===== src/rtl/pbsd_pkg.sv =====
package pbsd_pkg;

  localparam int CODE_W = 8;
  localparam int CFG_W = 13;
  localparam int LEN_W = 8;

  // decode phase codes
  localparam logic [1:0] PH_HEADER = 2'd0;
  localparam logic [1:0] PH_LITERAL = 2'd1;
  localparam logic [1:0] PH_REPEAT = 2'd2;

  localparam logic [CODE_W-1:0] HDR_NOP = 8'h80;

  typedef struct packed {
    logic [CODE_W-1:0] code_byte;
    logic line_end;
  } in_item_t;

endpackage


===== src/rtl/pbsd_in_reg.sv =====
module pbsd_in_reg (
  input logic clk,
  input logic rst,
  input logic in_valid,
  output logic in_stall,
  input pbsd_pkg::in_item_t in_item,
  input logic take,
  output logic full,
  output pbsd_pkg::in_item_t item
);
  import pbsd_pkg::*;

  logic load;

  assign in_stall = full && !take;
  assign load = in_valid && !in_stall;

  always_ff @(posedge clk) begin
    if (rst) begin
      full <= 1'b0;
    end else if (load) begin
      full <= 1'b1;
    end else if (take) begin
      full <= 1'b0;
    end
  end

  always_ff @(posedge clk) begin
    if (load) begin
      item <= in_item;
    end
  end

endmodule


===== src/rtl/pbsd_core.sv =====
module pbsd_core #(
  parameter int MAX_LINE_WIDTH = 4096
) (
  input logic clk,
  input logic rst,
  input logic step,
  input pbsd_pkg::in_item_t item,
  input logic [pbsd_pkg::CFG_W-1:0] line_width,
  output logic has_result,
  output logic [pbsd_pkg::CODE_W-1:0] pixel_value,
  output logic [pbsd_pkg::LEN_W-1:0] run_length,
  output logic [$clog2(MAX_LINE_WIDTH)-1:0] start_column,
  output logic fills_line
);
  import pbsd_pkg::*;

  localparam int CW = $clog2(MAX_LINE_WIDTH + 1);
  localparam int SW = $clog2(MAX_LINE_WIDTH);
  localparam int EW = (CW > CFG_W) ? CW : CFG_W;
  localparam int RW = (CW > LEN_W) ? CW : LEN_W;

  logic [1:0] phase, phase_next;
  logic [LEN_W-1:0] literal_left, literal_left_next;
  logic [LEN_W-1:0] repeat_count, repeat_count_next;
  logic [CW-1:0] column, column_next;

  logic [EW-1:0] lw_ext, w_wide;
  logic [CW-1:0] w, room, col_sum;
  logic [RW-1:0] room_ext, rep_ext;
  logic [LEN_W-1:0] len;
  logic [CODE_W-1:0] b;
  logic emit;

  assign b = item.code_byte;
  assign lw_ext = EW'(line_width);

  // clamp width to 1..MAX_LINE_WIDTH
  always_comb begin
    if (lw_ext == '0) begin
      w_wide = EW'(1);
    end else if (lw_ext > EW'(MAX_LINE_WIDTH)) begin
      w_wide = EW'(MAX_LINE_WIDTH);
    end else begin
      w_wide = lw_ext;
    end
  end
  assign w = w_wide[CW-1:0];

  assign room = w - column;
  assign room_ext = RW'(room);
  assign rep_ext = RW'(repeat_count);

  always_comb begin
    phase_next = phase;
    literal_left_next = literal_left;
    repeat_count_next = repeat_count;
    emit = 1'b0;
    len = LEN_W'(1);
    if (column < w) begin
      unique case (phase)
        PH_LITERAL: begin
          emit = 1'b1;
          len = LEN_W'(1);
          if (literal_left != '0) begin
            literal_left_next = literal_left - LEN_W'(1);
          end
          if (literal_left <= LEN_W'(1)) begin
            phase_next = PH_HEADER;
          end
        end
        PH_REPEAT: begin
          emit = 1'b1;
          // clip the run at the line end
          len = (rep_ext > room_ext) ? room_ext[LEN_W-1:0] : repeat_count;
          repeat_count_next = '0;
          phase_next = PH_HEADER;
        end
        default: begin
          priority if (!b[CODE_W-1]) begin
            literal_left_next = b + LEN_W'(1);
            phase_next = PH_LITERAL;
          end else if (b != HDR_NOP) begin
            repeat_count_next = LEN_W'(9'd257 - {1'b0, b});
            phase_next = PH_REPEAT;
          end else begin
            phase_next = PH_HEADER;
          end
        end
      endcase
    end
  end

  assign col_sum = column + CW'(len);
  assign column_next = emit ? col_sum : column;

  assign has_result = emit;
  assign pixel_value = b;
  assign run_length = len;
  assign start_column = column[SW-1:0];
  assign fills_line = (col_sum == w);

  always_ff @(posedge clk) begin
    if (rst) begin
      phase <= PH_HEADER;
      literal_left <= '0;
      repeat_count <= '0;
      column <= '0;
    end else if (step) begin
      if (item.line_end) begin
        phase <= PH_HEADER;
        literal_left <= '0;
        repeat_count <= '0;
        column <= '0;
      end else begin
        phase <= phase_next;
        literal_left <= literal_left_next;
        repeat_count <= repeat_count_next;
        column <= column_next;
      end
    end
  end

endmodule


===== src/rtl/packbits_scanline_decoder.sv =====
// PackBits scanline decoder: takes one compressed byte per cycle while not
// stalled and returns at most one run (value, length, start column,
// line-full flag) per byte. Each accepted byte is held in the input register
// until it is decoded into the output register, when the next byte may load;
// a stalled output holds the input register, and the input stalls only once
// both registers are occupied and the output is stalled.
// line_width is clamped to 1..MAX_LINE_WIDTH and applies from the next byte.
module packbits_scanline_decoder #(
  parameter int MAX_LINE_WIDTH = 4096
) (
  input logic clk,
  input logic rst,
  input logic cfg_we,
  input logic [pbsd_pkg::CFG_W-1:0] cfg_data,
  input logic in_valid,
  output logic in_stall,
  input logic [pbsd_pkg::CODE_W-1:0] code_byte,
  input logic line_end,
  output logic out_valid,
  input logic out_stall,
  output logic [pbsd_pkg::CODE_W-1:0] pixel_value,
  output logic [pbsd_pkg::LEN_W-1:0] run_length,
  output logic [$clog2(MAX_LINE_WIDTH)-1:0] start_column,
  output logic fills_line
);
  import pbsd_pkg::*;

  localparam int SW = $clog2(MAX_LINE_WIDTH);

  logic [CFG_W-1:0] line_width;
  in_item_t in_item, item;
  logic full, step;
  logic has_result;
  logic [CODE_W-1:0] res_value;
  logic [LEN_W-1:0] res_len;
  logic [SW-1:0] res_start;
  logic res_fills;

  always_ff @(posedge clk) begin
    if (rst) begin
      line_width <= CFG_W'(1);
    end else if (cfg_we) begin
      line_width <= cfg_data;
    end
  end

  assign in_item.code_byte = code_byte;
  assign in_item.line_end = line_end;

  // decode when the output register is empty or being emptied
  assign step = full && (!out_valid || !out_stall);

  pbsd_in_reg u_in_reg (
    .clk(clk),
    .rst(rst),
    .in_valid(in_valid),
    .in_stall(in_stall),
    .in_item(in_item),
    .take(step),
    .full(full),
    .item(item)
  );

  pbsd_core #(
    .MAX_LINE_WIDTH(MAX_LINE_WIDTH)
  ) u_core (
    .clk(clk),
    .rst(rst),
    .step(step),
    .item(item),
    .line_width(line_width),
    .has_result(has_result),
    .pixel_value(res_value),
    .run_length(res_len),
    .start_column(res_start),
    .fills_line(res_fills)
  );

  always_ff @(posedge clk) begin
    if (rst) begin
      out_valid <= 1'b0;
    end else if (step) begin
      out_valid <= has_result;
    end else if (!out_stall) begin
      out_valid <= 1'b0;
    end
  end

  always_ff @(posedge clk) begin
    if (step && has_result) begin
      pixel_value <= res_value;
      run_length <= res_len;
      start_column <= res_start;
      fills_line <= res_fills;
    end
  end

endmodule


===== config.mk =====
export PLATFORM = sky130hd
export DESIGN_NAME = packbits_scanline_decoder
export DESIGN_NICKNAME = d
export VERILOG_FILES = /design/src/rtl/pbsd_pkg.sv /design/src/rtl/pbsd_in_reg.sv /design/src/rtl/pbsd_core.sv /design/src/rtl/packbits_scanline_decoder.sv
export SDC_FILE = /design/constraint.sdc
export NUM_CORES = 1
export LEC_CHECK = 0
export BUFFER_PORTS_ARGS = -buffer_cell sky130_fd_sc_hd__buf_4
export CAP_MARGIN = 0
export CORE_ASPECT_RATIO = 2
export CORE_MARGIN = 2
export CORE_UTILIZATION = 59
export DETAILED_ROUTE_END_ITERATION = 16
export GPL_TIMING_DRIVEN = 0
export PLACE_DENSITY = 0.79
export SLEW_MARGIN = 30
export SYNTH_ARGS = -nofsm -noshare
export SYNTH_HDL_FRONTEND = slang
export SYNTH_SLANG_ARGS = --single-unit
export TNS_END_PERCENT = 5

===== constraint.sdc =====
create_clock -name clk -period 8.2 [get_ports clk]
set_input_delay 1.64 -clock clk [delete_from_list [all_inputs] [get_ports clk]]
set_output_delay 1.64 -clock clk [all_outputs]
set_load 0.005 [all_outputs]

==> results.py, run 1 <==
metrics = {
    "run_status": {
        "status": "finished clean",
    },
    "cts": {
        "path_clk_slew_ns": 0.07,
        "cts-root-buf": "clkbuf_16",
        "clock_path_buffers": 2,
        "h-tree-depth": 3,
        "cts_setup_buffers": 0,
        "cts_buffers": 9,
        "cts_sinks": 84,
        "clock_latency_ns": 0.35,
        "cts_tree": "yes",
    },
    "die": {
        "ios": 58,
        "die_area_sq_um": 9820,
        "initial_core_util_pct": 59.7,
        "die_w_microns": 71.1,
        "core.rowCount": 49,
        "coreArea_sq_um": 8890,
        "die_height_microns": 138,
    },
    "final_layout": {
        "diodes": 0,
        "final.fill_count": 690,
        "final_cell_area_sq_um": 6180,
        "syn_to_final_growth_pct": 16.3,
        "drive_gt1_share_pct": 16.4,
        "post-route-util_pct": 69.5,
        "fin_nets": 696,
    },
    "global_route": {
        "grt_pass1_vias": 4761,
        "grt_overflow_total": 0,
        "grt_max_degree": 30,
        "grt_pass1_wl_microns": 22700,
        "grt_use_total_pct": 29.6,
        "antenna_found_initial": 0,
    },
    "sta": {
        "setup_viol_count_final": 0,
        "min_period_over_period_pct": 97.6,
        "drv_slew": 0,
        "rsz0062_at_grt": "no",
        "worst_pin_slew_ns": 0.891,
        "finalSetupTns_ns": 0,
        "max_freq_ghz": 0.125,
        "hold_viol": 0,
        "maxSlewHeadroom_pct": 40.1,
        "fin_crit_ns": 8.01,
        "finClkSkew_ns": 0.00606,
    },
    "power": {
        "power_density_nw_per_um2": 169,
        "irDropWorstVdd_uv": 148,
        "p_leak_nw": 2.49,
    },
    "drt": {
        "routed_wl_microns": 14300,
        "vias": 4694,
        "avgRoutedWirePerCell_microns": 19.4,
        "final_antenna_net_count": 0,
        "dr.pass1.iters": 7,
        "drc": 0,
        "viasPerCell": 6.36,
        "first_iter_violations": 318,
    },
    "setup_path": {
        "max_stage_delay_ns": 0.62,
        "cp_max_fo": 10,
        "critPathMostFrequentCell": "ha_1",
        "cp.required_ns": 8.39,
        "start_kind": "register",
        "crit_slowest_cell": "a2111oi_0",
        "critPathLaunch": "line_width[12]",
        "cp_top_family": "compound AO/OA/AOI/OAI gates",
        "crit_type": "reg2reg",
        "critPathBufInv": 5,
        "endpoint_kind": "register",
        "r2r-start": "line_width[12]",
        "worstPathArrival_ns": 8.20,
    },
    "logic_synthesis": {
        "synth_top_area_share_pct": 21.5,
        "yosysTopAreaCell": "edfxtp_1",
        "avgSynthCellArea_sq_um": 9.41,
        "syn_inst": 564,
        "synth.distinct_cells": 70,
        "syn_area_sq_um": 5310,
        "yosys_register_bits": 84,
        "ys_warn_count": 0,
        "synth_ff_type": "dfxtp_1",
        "synth_nets": 629,
        "ys_top_cells_by_count": "dfxtp_1 (46), nor2_1 (39), edfxtp_1 (38), inv_1 (37), ha_1 (36)",
        "yosysMostFrequentCell": "dfxtp_1",
        "synth_edf_count": 38,
        "async_reset_ff_share_pct": 0,
        "synth_seq_area_share_pct": 38.8,
        "synth.area.top_cells": "edfxtp_1 (21%), dfxtp_1 (17%), ha_1 (8.5%)",
    },
    "hold_path": {
        "min_from": "u_core.literal_left[4]",
        "min_path_type": "reg2reg",
    },
    "place": {
        "place_area_sq_um": 5860,
        "gp_congestion": 0.981,
        "dp_hpwl_microns": 11000,
        "io_buffer_count": 56,
    },
    "run": {
        "cap_violations": 0,
    },
}
-- area by class of cell --
class | count | area (sq um) | area share [%]
Inverter | 37 | 139 | 2.25
Buffer | 23 | 106 | 1.72
Timing Repair Buffer | 56 | 420 | 6.81
Clock inverter | 7 | 73.8 | 1.20
Clock buffer | 9 | 225 | 3.65
Multi-Input combinational cell | 420 | 3020 | 48.9
Tap cell | 102 | 128 | 2.07
Sequential cell | 84 | 2060 | 33.4
-- worst min-delay path: cells and delay by family (launching register included) --
kind             cells  cell delay [ns]
AND/OR/NAND/NOR      1             0.06
flip-flops           1             0.31
AO/OA/AOI/OAI        1             0.05
-- placed cells by master, fill, tap and decap left out, drive strengths merged, types with 8 or more instances in the layout --
| cell | n |
|---|---|
| buf | 65 |
| dfxtp | 46 |
| nor2 | 39 |
| inv | 39 |
| edfxtp | 38 |
| ha | 36 |
| nand2 | 33 |
| xnor2 | 28 |
| a21oi | 27 |
| nand3 | 25 |
| clkbuf | 23 |
| o21ai | 21 |
| nor3 | 20 |
| mux2i | 18 |
| a22o | 17 |
| nor2b | 13 |
| nand2b | 10 |
| nand4 | 9 |
| xor2 | 9 |
| a211oi | 8 |
| o31ai | 8 |
-- worst paths after layout --
| check | to | slack [ns] | cells past startpoint |
|---|---|---|---|
| max | fills_line | 0.19 | 29 |
| min reg2reg | u_core.literal_left[4] | 0.47 | 2 |
| min | u_core.literal_left[4] | 0.47 | 2 |
| max reg2reg | fills_line | 0.19 | 29 |
-- cells by family after synthesis --
logic type	share of synthesized area, %
compound gates	18.7
simple gates	19.1
flops	38.8
fa+ha+maj	9.24
xor+xnor	6.10
buf+inv	4.60
mux	3.39
-- flip-flops by register name, summed over array words and instances, names as in the netlist, 2 cells and up --
signal and cells:
u_core.literal_left 8, run_length 8, u_core.phase 2, u_in_reg.item 9, u_core.repeat_count 8, u_core.column 13
pixel_value 8, start_column 12, line_width 13
-- repair_timing --
action | CTS | global route
setup endpoints to repair | 0 | 1
hold endpoints to repair | 0 | 0
hold buffers | 0 | 0
resized for setup | 0 | 3
-- per-stage QoR --
| stage | hold WS, ns | power [W] | cells | setup WS [ns] |
|---|---|---|---|---|
| 2_1_floorplan | 0.424 | 0.000585 | 564 | 1.68 |
| 3_3_place_gp | 0.450 | 0.000631 | 722 | 0.138 |
| 3_5_place_dp | 0.462 | 0.000636 | 722 | 0.407 |
| 4_1_cts | 0.474 | 0.00105 | 738 | 0.344 |
| 5_1_grt | 0.511 | 0.00108 | 738 | 0.0284 |
| 6_report | 0.471 | 0.00105 | 738 | 0.194 |
-- power breakdown --
| part | total, W | internal, W | switching, W | leakage [nW] |
|---|---|---|---|---|
| clock network | 0.000415 | 0.000238 | 0.000177 | 0.148 |
| logic | 0.000172 | 0.0000721 | 0.0000999 | 1.63 |
| registers | 0.000460 | 0.000447 | 0.0000127 | 0.712 |
-- metal layers --
| metal | wire length (microns) | GRT usage (%) | vias to the layer above |
|---|---|---|---|
| li1 | - | - | 2218 |
| met1 | 4820 | 28.8 | 2202 |
| met2 | 7760 | 53.4 | 200 |
| met3 | 665 | 5.17 | 74 |
| met4 | 1060 | 22.2 | 0 |
| met5 | 0 | 0 | - |
Note: power is estimated with default switching activity, not from simulation.
==> run 2: changes to the inputs <==
Settings changed: CELL_PAD_IN_SITES_DETAIL_PLACEMENT from default to 1, CELL_PAD_IN_SITES_GLOBAL_PLACEMENT from default to 1, CORE_UTILIZATION 59 to 46, PLACE_DENSITY 0.79 to 0.8.
==> results.py, run 2 (synthesis results as in run 1) <==
metrics = {
    "die": {
        "die_height_microns": 156,
        "die_w_microns": 80.0,
        "coreArea_sq_um": 11300,
        "core.rowCount": 55,
        "ios": 58,
        "die_area_sq_um": 12500,
        "initial_core_util_pct": 47.0,
    },
    "setup_path": {
        "cp_max_fo": 10,
        "reg2reg_to": "fills_line",
        "r2r-start": "line_width[12]",
        "crit_slowest_cell": "o31ai_1",
        "critPathLaunch": "line_width[12]",
        "endpoint": "fills_line",
        "endpoint_kind": "register",
        "start_kind": "register",
        "cp.required_ns": 8.38,
        "reg2regPathDepth": 28,
        "r2r_setup_slack_ns": 0.78,
        "crit_type": "reg2reg",
        "max_stage_delay_ns": 0.55,
        "worstPathArrival_ns": 7.59,
    },
    "cts": {
        "cts-root-buf": "clkbuf_16",
        "cts_sinks": 84,
        "cts_tree": "yes",
        "h-tree-depth": 3,
        "path_clk_slew_ns": 0.07,
        "cts_setup_buffers": 0,
        "hold_buffers": 0,
        "cts_resized": 0,
        "cts_buffers": 9,
        "clock_latency_ns": 0.35,
        "clock_path_buffers": 2,
    },
    "place": {
        "gp_congestion": 0.921,
        "io_buffer_count": 56,
        "dp_hpwl_microns": 12700,
        "place_area_sq_um": 5910,
    },
    "sta": {
        "worst_pin_slew_ns": 0.967,
        "max_freq_ghz": 0.135,
        "drv_slew": 0,
        "hold_viol": 0,
        "setup_viol_count_final": 0,
        "maxSlewHeadroom_pct": 35.4,
        "fin_crit_ns": 7.42,
        "finalSetupTns_ns": 0,
        "finClkSkew_ns": 0.00658,
        "rsz0062_at_grt": "no",
        "min_period_over_period_pct": 90.5,
    },
    "power": {
        "power_density_nw_per_um2": 170,
        "p_leak_nw": 2.49,
        "irDropWorstVdd_uv": 113,
        "finalPower_w": 0.00106,
    },
    "drt": {
        "first_iter_violations": 120,
        "viasPerCell": 5.98,
        "avgRoutedWirePerCell_microns": 20.7,
        "routed_wl_microns": 16100,
        "dr.pass1.iters": 4,
        "vias": 4650,
        "final_antenna_net_count": 0,
        "drc": 0,
    },
    "global_route": {
        "grt_pass1_vias": 5071,
        "antenna_found_initial": 0,
        "grt_pass1_wl_microns": 25600,
        "grt_use_total_pct": 27.2,
        "grt_max_degree": 30,
        "grt_overflow_total": 0,
    },
    "final_layout": {
        "final_cell_mix": "buf_4 (57), dfxtp_1 (45), nor2_1 (39)",
        "drive_gt1_share_pct": 16.8,
        "final_common_cell": "buf_4",
        "top_regs": "line_width (13), u_core.column (13), start_column (12)",
        "final.fill_count": 1321,
        "syn_to_final_growth_pct": 17.5,
        "fin_nets": 696,
        "final_cell_area_sq_um": 6240,
        "diodes": 0,
    },
    "run_status": {
        "status": "finished clean",
    },
    "hold_path": {
        "min_path_type": "reg2reg",
    },
    "run": {
        "cap_violations": 0,
    },
}
## run 2: cell count changes in the layout (fill, tap and decap cells not counted), sizes merged
| cell | change |
|---|---|
| inv | +1 |
| clkbuf | +1 |
| clkinvlp | +1 |
| clkinv | -3 |
## run 2: cell type report
class | count | area, sq um | share of cell area, %
clock buffer | 10 | 239 | 3.83
buffer | 23 | 108 | 1.72
sequential | 84 | 2060 | 33.1
multi-input combinational | 420 | 3020 | 48.5
timing repair buffer | 56 | 420 | 6.74
inverter | 37 | 139 | 2.23
tap | 142 | 178 | 2.85
clock inverter | 6 | 68.8 | 1.10
## run 2: worst max-delay path: cells and delay by family, from the launching register on
family	cells	cell delay, ns
flops	1	0.43
compound gates	10	2.91
simple gates	7	1.40
fa+ha+maj	4	1.21
buf+inv	5	0.94
xor+xnor	2	0.36
## run 2: report_power, final
part	internal, W	total [W]	leakage (nW)	switching, W
registers	0.000447	0.000460	0.712	0.0000125
logic	0.0000724	0.000175	1.63	0.000103
clock network	0.000247	0.000425	0.150	0.000178
total	0.000767	0.00106	2.49	0.000293
## run 2: worst min path at each step
stage / slack (ns) / cells after the start / end / from
3_3_place_gp: 0.45 / 0 / pixel_value[3] / u_in_reg.item[4]
5_1_grt: 0.48 / 0 / pixel_value[3] / u_in_reg.item[4]
2_1_floorplan: 0.42 / 0 / pixel_value[3] / u_in_reg.item[4]
6_report: 0.47 / 0 / pixel_value[3] / u_in_reg.item[4]
4_1_cts: 0.47 / 0 / pixel_value[3] / u_in_reg.item[4]
3_5_place_dp: 0.46 / 0 / pixel_value[3] / u_in_reg.item[4]
## run 2: routing by layer
layer	vias to the layer above	share of wire, %	global-route usage (%)	routed length [microns]
met5	-	0	0	0
li1	2209	-	-	-
met1	2232	33	25.3	5320
met2	129	56	50.2	8960
met4	0	8.6	21.7	1380
met3	80	2.8	4.11	456
## run 2: stage by stage
stage | util, % | hold slack [ns] | cells | setup slack (ns)
2_1_floorplan | - | 0.424 | 564 | 1.68
3_3_place_gp | 52.3 | 0.453 | 762 | 0.00105
3_5_place_dp | 52.4 | 0.459 | 762 | 0.350
4_1_cts | 55.1 | 0.474 | 778 | 0.274
5_1_grt | 55.3 | 0.482 | 778 | 0.118
6_report | 55.3 | 0.466 | 778 | 0.783
==> run 3: changes to the inputs <==
Settings changed: GPL_TIMING_DRIVEN 0 to default.
==> results.py, run 3 (synthesis results as in run 1) <==
metrics = {
    "run_status": {
        "status": "finished clean",
    },
    "global_route": {
        "grt_pass1_wl_microns": 25900,
        "grt_use_total_pct": 27.6,
        "grt_overflow_total": 0,
        "grt_max_degree": 29,
        "antenna_found_initial": 0,
        "grt_pass1_vias": 4950,
    },
    "power": {
        "comb_power_share_pct": 16.8,
        "p_sw_share_pct": 29.2,
        "seq_power_share_pct": 44.9,
        "irDropWorstVdd_uv": 125,
        "intPower_w": 0.000729,
        "power_density_nw_per_um2": 168,
        "switchingPower_w": 0.000301,
        "p_leak_nw": 2.43,
        "clkPwrFrac_pct": 38.3,
    },
    "drt": {
        "viasPerCell": 6.06,
        "wl_met3_microns": 405,
        "drc": 0,
        "avgRoutedWirePerCell_microns": 21.7,
        "routed_wl_microns": 16500,
        "final_antenna_net_count": 0,
        "topRoutingLayerUsed": "met4",
        "first_iter_violations": 131,
        "routed-wl-met2_microns": 9680,
        "vias": 4602,
        "dr.pass1.iters": 4,
        "wl_met1_microns": 5480,
    },
    "setup_path": {
        "cp_max_fo": 27,
        "start_kind": "register",
        "critPathLaunch": "line_width[12]",
        "reg2reg_to": "fills_line",
        "reg2regPathDepth": 27,
        "endpoint": "fills_line",
        "crit_type": "reg2reg",
        "endpoint_kind": "register",
        "r2r-start": "line_width[12]",
        "worstPathArrival_ns": 7.38,
        "r2r_setup_slack_ns": 0.90,
        "cp.required_ns": 8.29,
    },
    "die": {
        "die_height_microns": 156,
        "core.rowCount": 55,
        "initial_core_util_pct": 47.0,
        "coreArea_sq_um": 11300,
        "die_w_microns": 80.0,
        "die_area_sq_um": 12500,
        "ios": 58,
    },
    "cts": {
        "cts_setup_buffers": 0,
        "h-tree-depth": 3,
        "path_clk_slew_ns": 0.07,
        "cts_sinks": 84,
        "clock_path_buffers": 2,
        "cts_resized": 0,
        "cts_buffers": 9,
        "cts-root-buf": "clkbuf_16",
        "hold_buffers": 0,
        "clock_latency_ns": 0.34,
        "cts_tree": "yes",
    },
    "sta": {
        "rsz0062_at_grt": "no",
        "hold_viol": 0,
        "drv_slew": 0,
        "max_freq_ghz": 0.137,
        "maxSlewHeadroom_pct": 32.3,
        "fin_crit_ns": 7.30,
        "worst_pin_slew_ns": 1.01,
        "min_period_over_period_pct": 89.0,
        "finalSetupTns_ns": 0,
        "setup_viol_count_final": 0,
        "finClkSkew_ns": 0.00865,
        "hold_ws_ns": 0.503,
    },
    "final_layout": {
        "drive_gt1_share_pct": 16.0,
        "final_common_cell": "buf_4",
        "syn_to_final_growth_pct": 15.3,
        "multiInputGateArea_sq_um": 3000,
        "final.fill_count": 1308,
        "final_cell_mix": "buf_4 (61), dfxtp_1 (46), nor2_1 (39)",
        "top_regs": "line_width (13), u_core.column (13), start_column (12)",
        "fin_nets": 678,
        "diodes": 0,
        "ff_latch_area_sq_um": 2060,
    },
    "place": {
        "gp_congestion": 0.960,
        "io_buffer_count": 57,
        "dp_hpwl_microns": 13100,
    },
    "hold_path": {
        "min_path_type": "reg2reg",
    },
    "run": {
        "cap_violations": 0,
    },
}
-- run 3: changes by cell type in the layout (fill, tap and decap cells not counted), sizes merged --
| cell | previous run | this run |
|---|---|---|
| clkinvlp | 1 | 2 |
| buf | 65 | 61 |
| clkbuf | 24 | 9 |
| bufinv | 1 | 0 |
| inv | 40 | 41 |
-- run 3: cell type report --
cell class / instances / share of cell area (%)
Inverter: 37 / 2.27
Multi-Input combinational cell: 420 / 49.0
Timing Repair Buffer: 61 / 7.48
Clock inverter: 7 / 0.940
Sequential cell: 84 / 33.7
Tap cell: 142 / 2.90
Clock buffer: 9 / 3.68
-- run 3: how the worst min path moves through the flow --
stage	from	endpoint	slack, ns	cells past startpoint
2_1_floorplan	u_in_reg.item[4]	pixel_value[3]	0.42	0
3_3_place_gp	u_core.literal_left[4]	u_core.literal_left[4]	0.47	2
3_5_place_dp	u_core.literal_left[4]	u_core.literal_left[4]	0.48	2
4_1_cts	u_core.literal_left[4]	u_core.literal_left[4]	0.50	2
5_1_grt	u_core.column[5]	start_column[5]	0.52	0
6_report	u_core.literal_left[4]	u_core.literal_left[4]	0.50	2
-- run 3: worst max-delay path: stages, from the launching register on --
cell	delay, ns
dfxtp_1	0.86
a21o_1	0.16
ha_1	0.16
inv_1	0.05
fa_1	0.40
a21o_1	0.22
a221oi_2	0.42
xnor2_1	0.20
ha_1	0.29
nand4_1	0.09
or2_2	0.13
a21oi_1	0.04
a2111oi_0	0.39
nand3_1	0.11
or4_1	0.80
mux2i_1	0.25
nand2_1	0.10
ha_1	0.23
fa_1	0.41
a21oi_1	0.29
o211ai_1	0.23
o41ai_1	0.29
buf_4	0.23
nor2_1	0.11
a211oi_1	0.22
a21oi_1	0.06
o22ai_1	0.19
nor3_1	0.08
-- run 3: through the flow --
step / std cells / util (%) / setup WS, ns / total power (W) / area [sq um]
after floorplan: 564 / - / 1.68 / 0.000585 / 5310
after global placement: 744 / 51.7 / 1.13 / 0.000636 / 5840
after detailed placement: 744 / 51.7 / 0.966 / 0.000642 / 5840
after CTS: 760 / 54.2 / 0.932 / 0.00104 / 6120
after global routing: 760 / 54.2 / 0.301 / 0.00107 / 6120
final: 760 / 54.2 / 0.903 / 0.00103 / 6120
-- run 3: per-layer routing --
metal / track usage (%) / up-vias
li1: - / 2176
met1: 25.0 / 2247
met2: 55.1 / 119
met3: 3.30 / 60
met4: 16.4 / 0
met5: 0 / -
-- run 3: power groups by stage --
| stage | sequential [W] | combinational (W) | clock [W] |
|---|---|---|---|
| CTS | 0.000462 | 0.000172 | 0.000404 |
| detailed placement | 0.000471 | 0.000171 | 0 |
| finish | 0.000462 | 0.000173 | 0.000395 |
| floorplan | 0.000465 | 0.000120 | 0 |
| global route | 0.000464 | 0.000189 | 0.000416 |
| global placement | 0.000471 | 0.000165 | 0 |
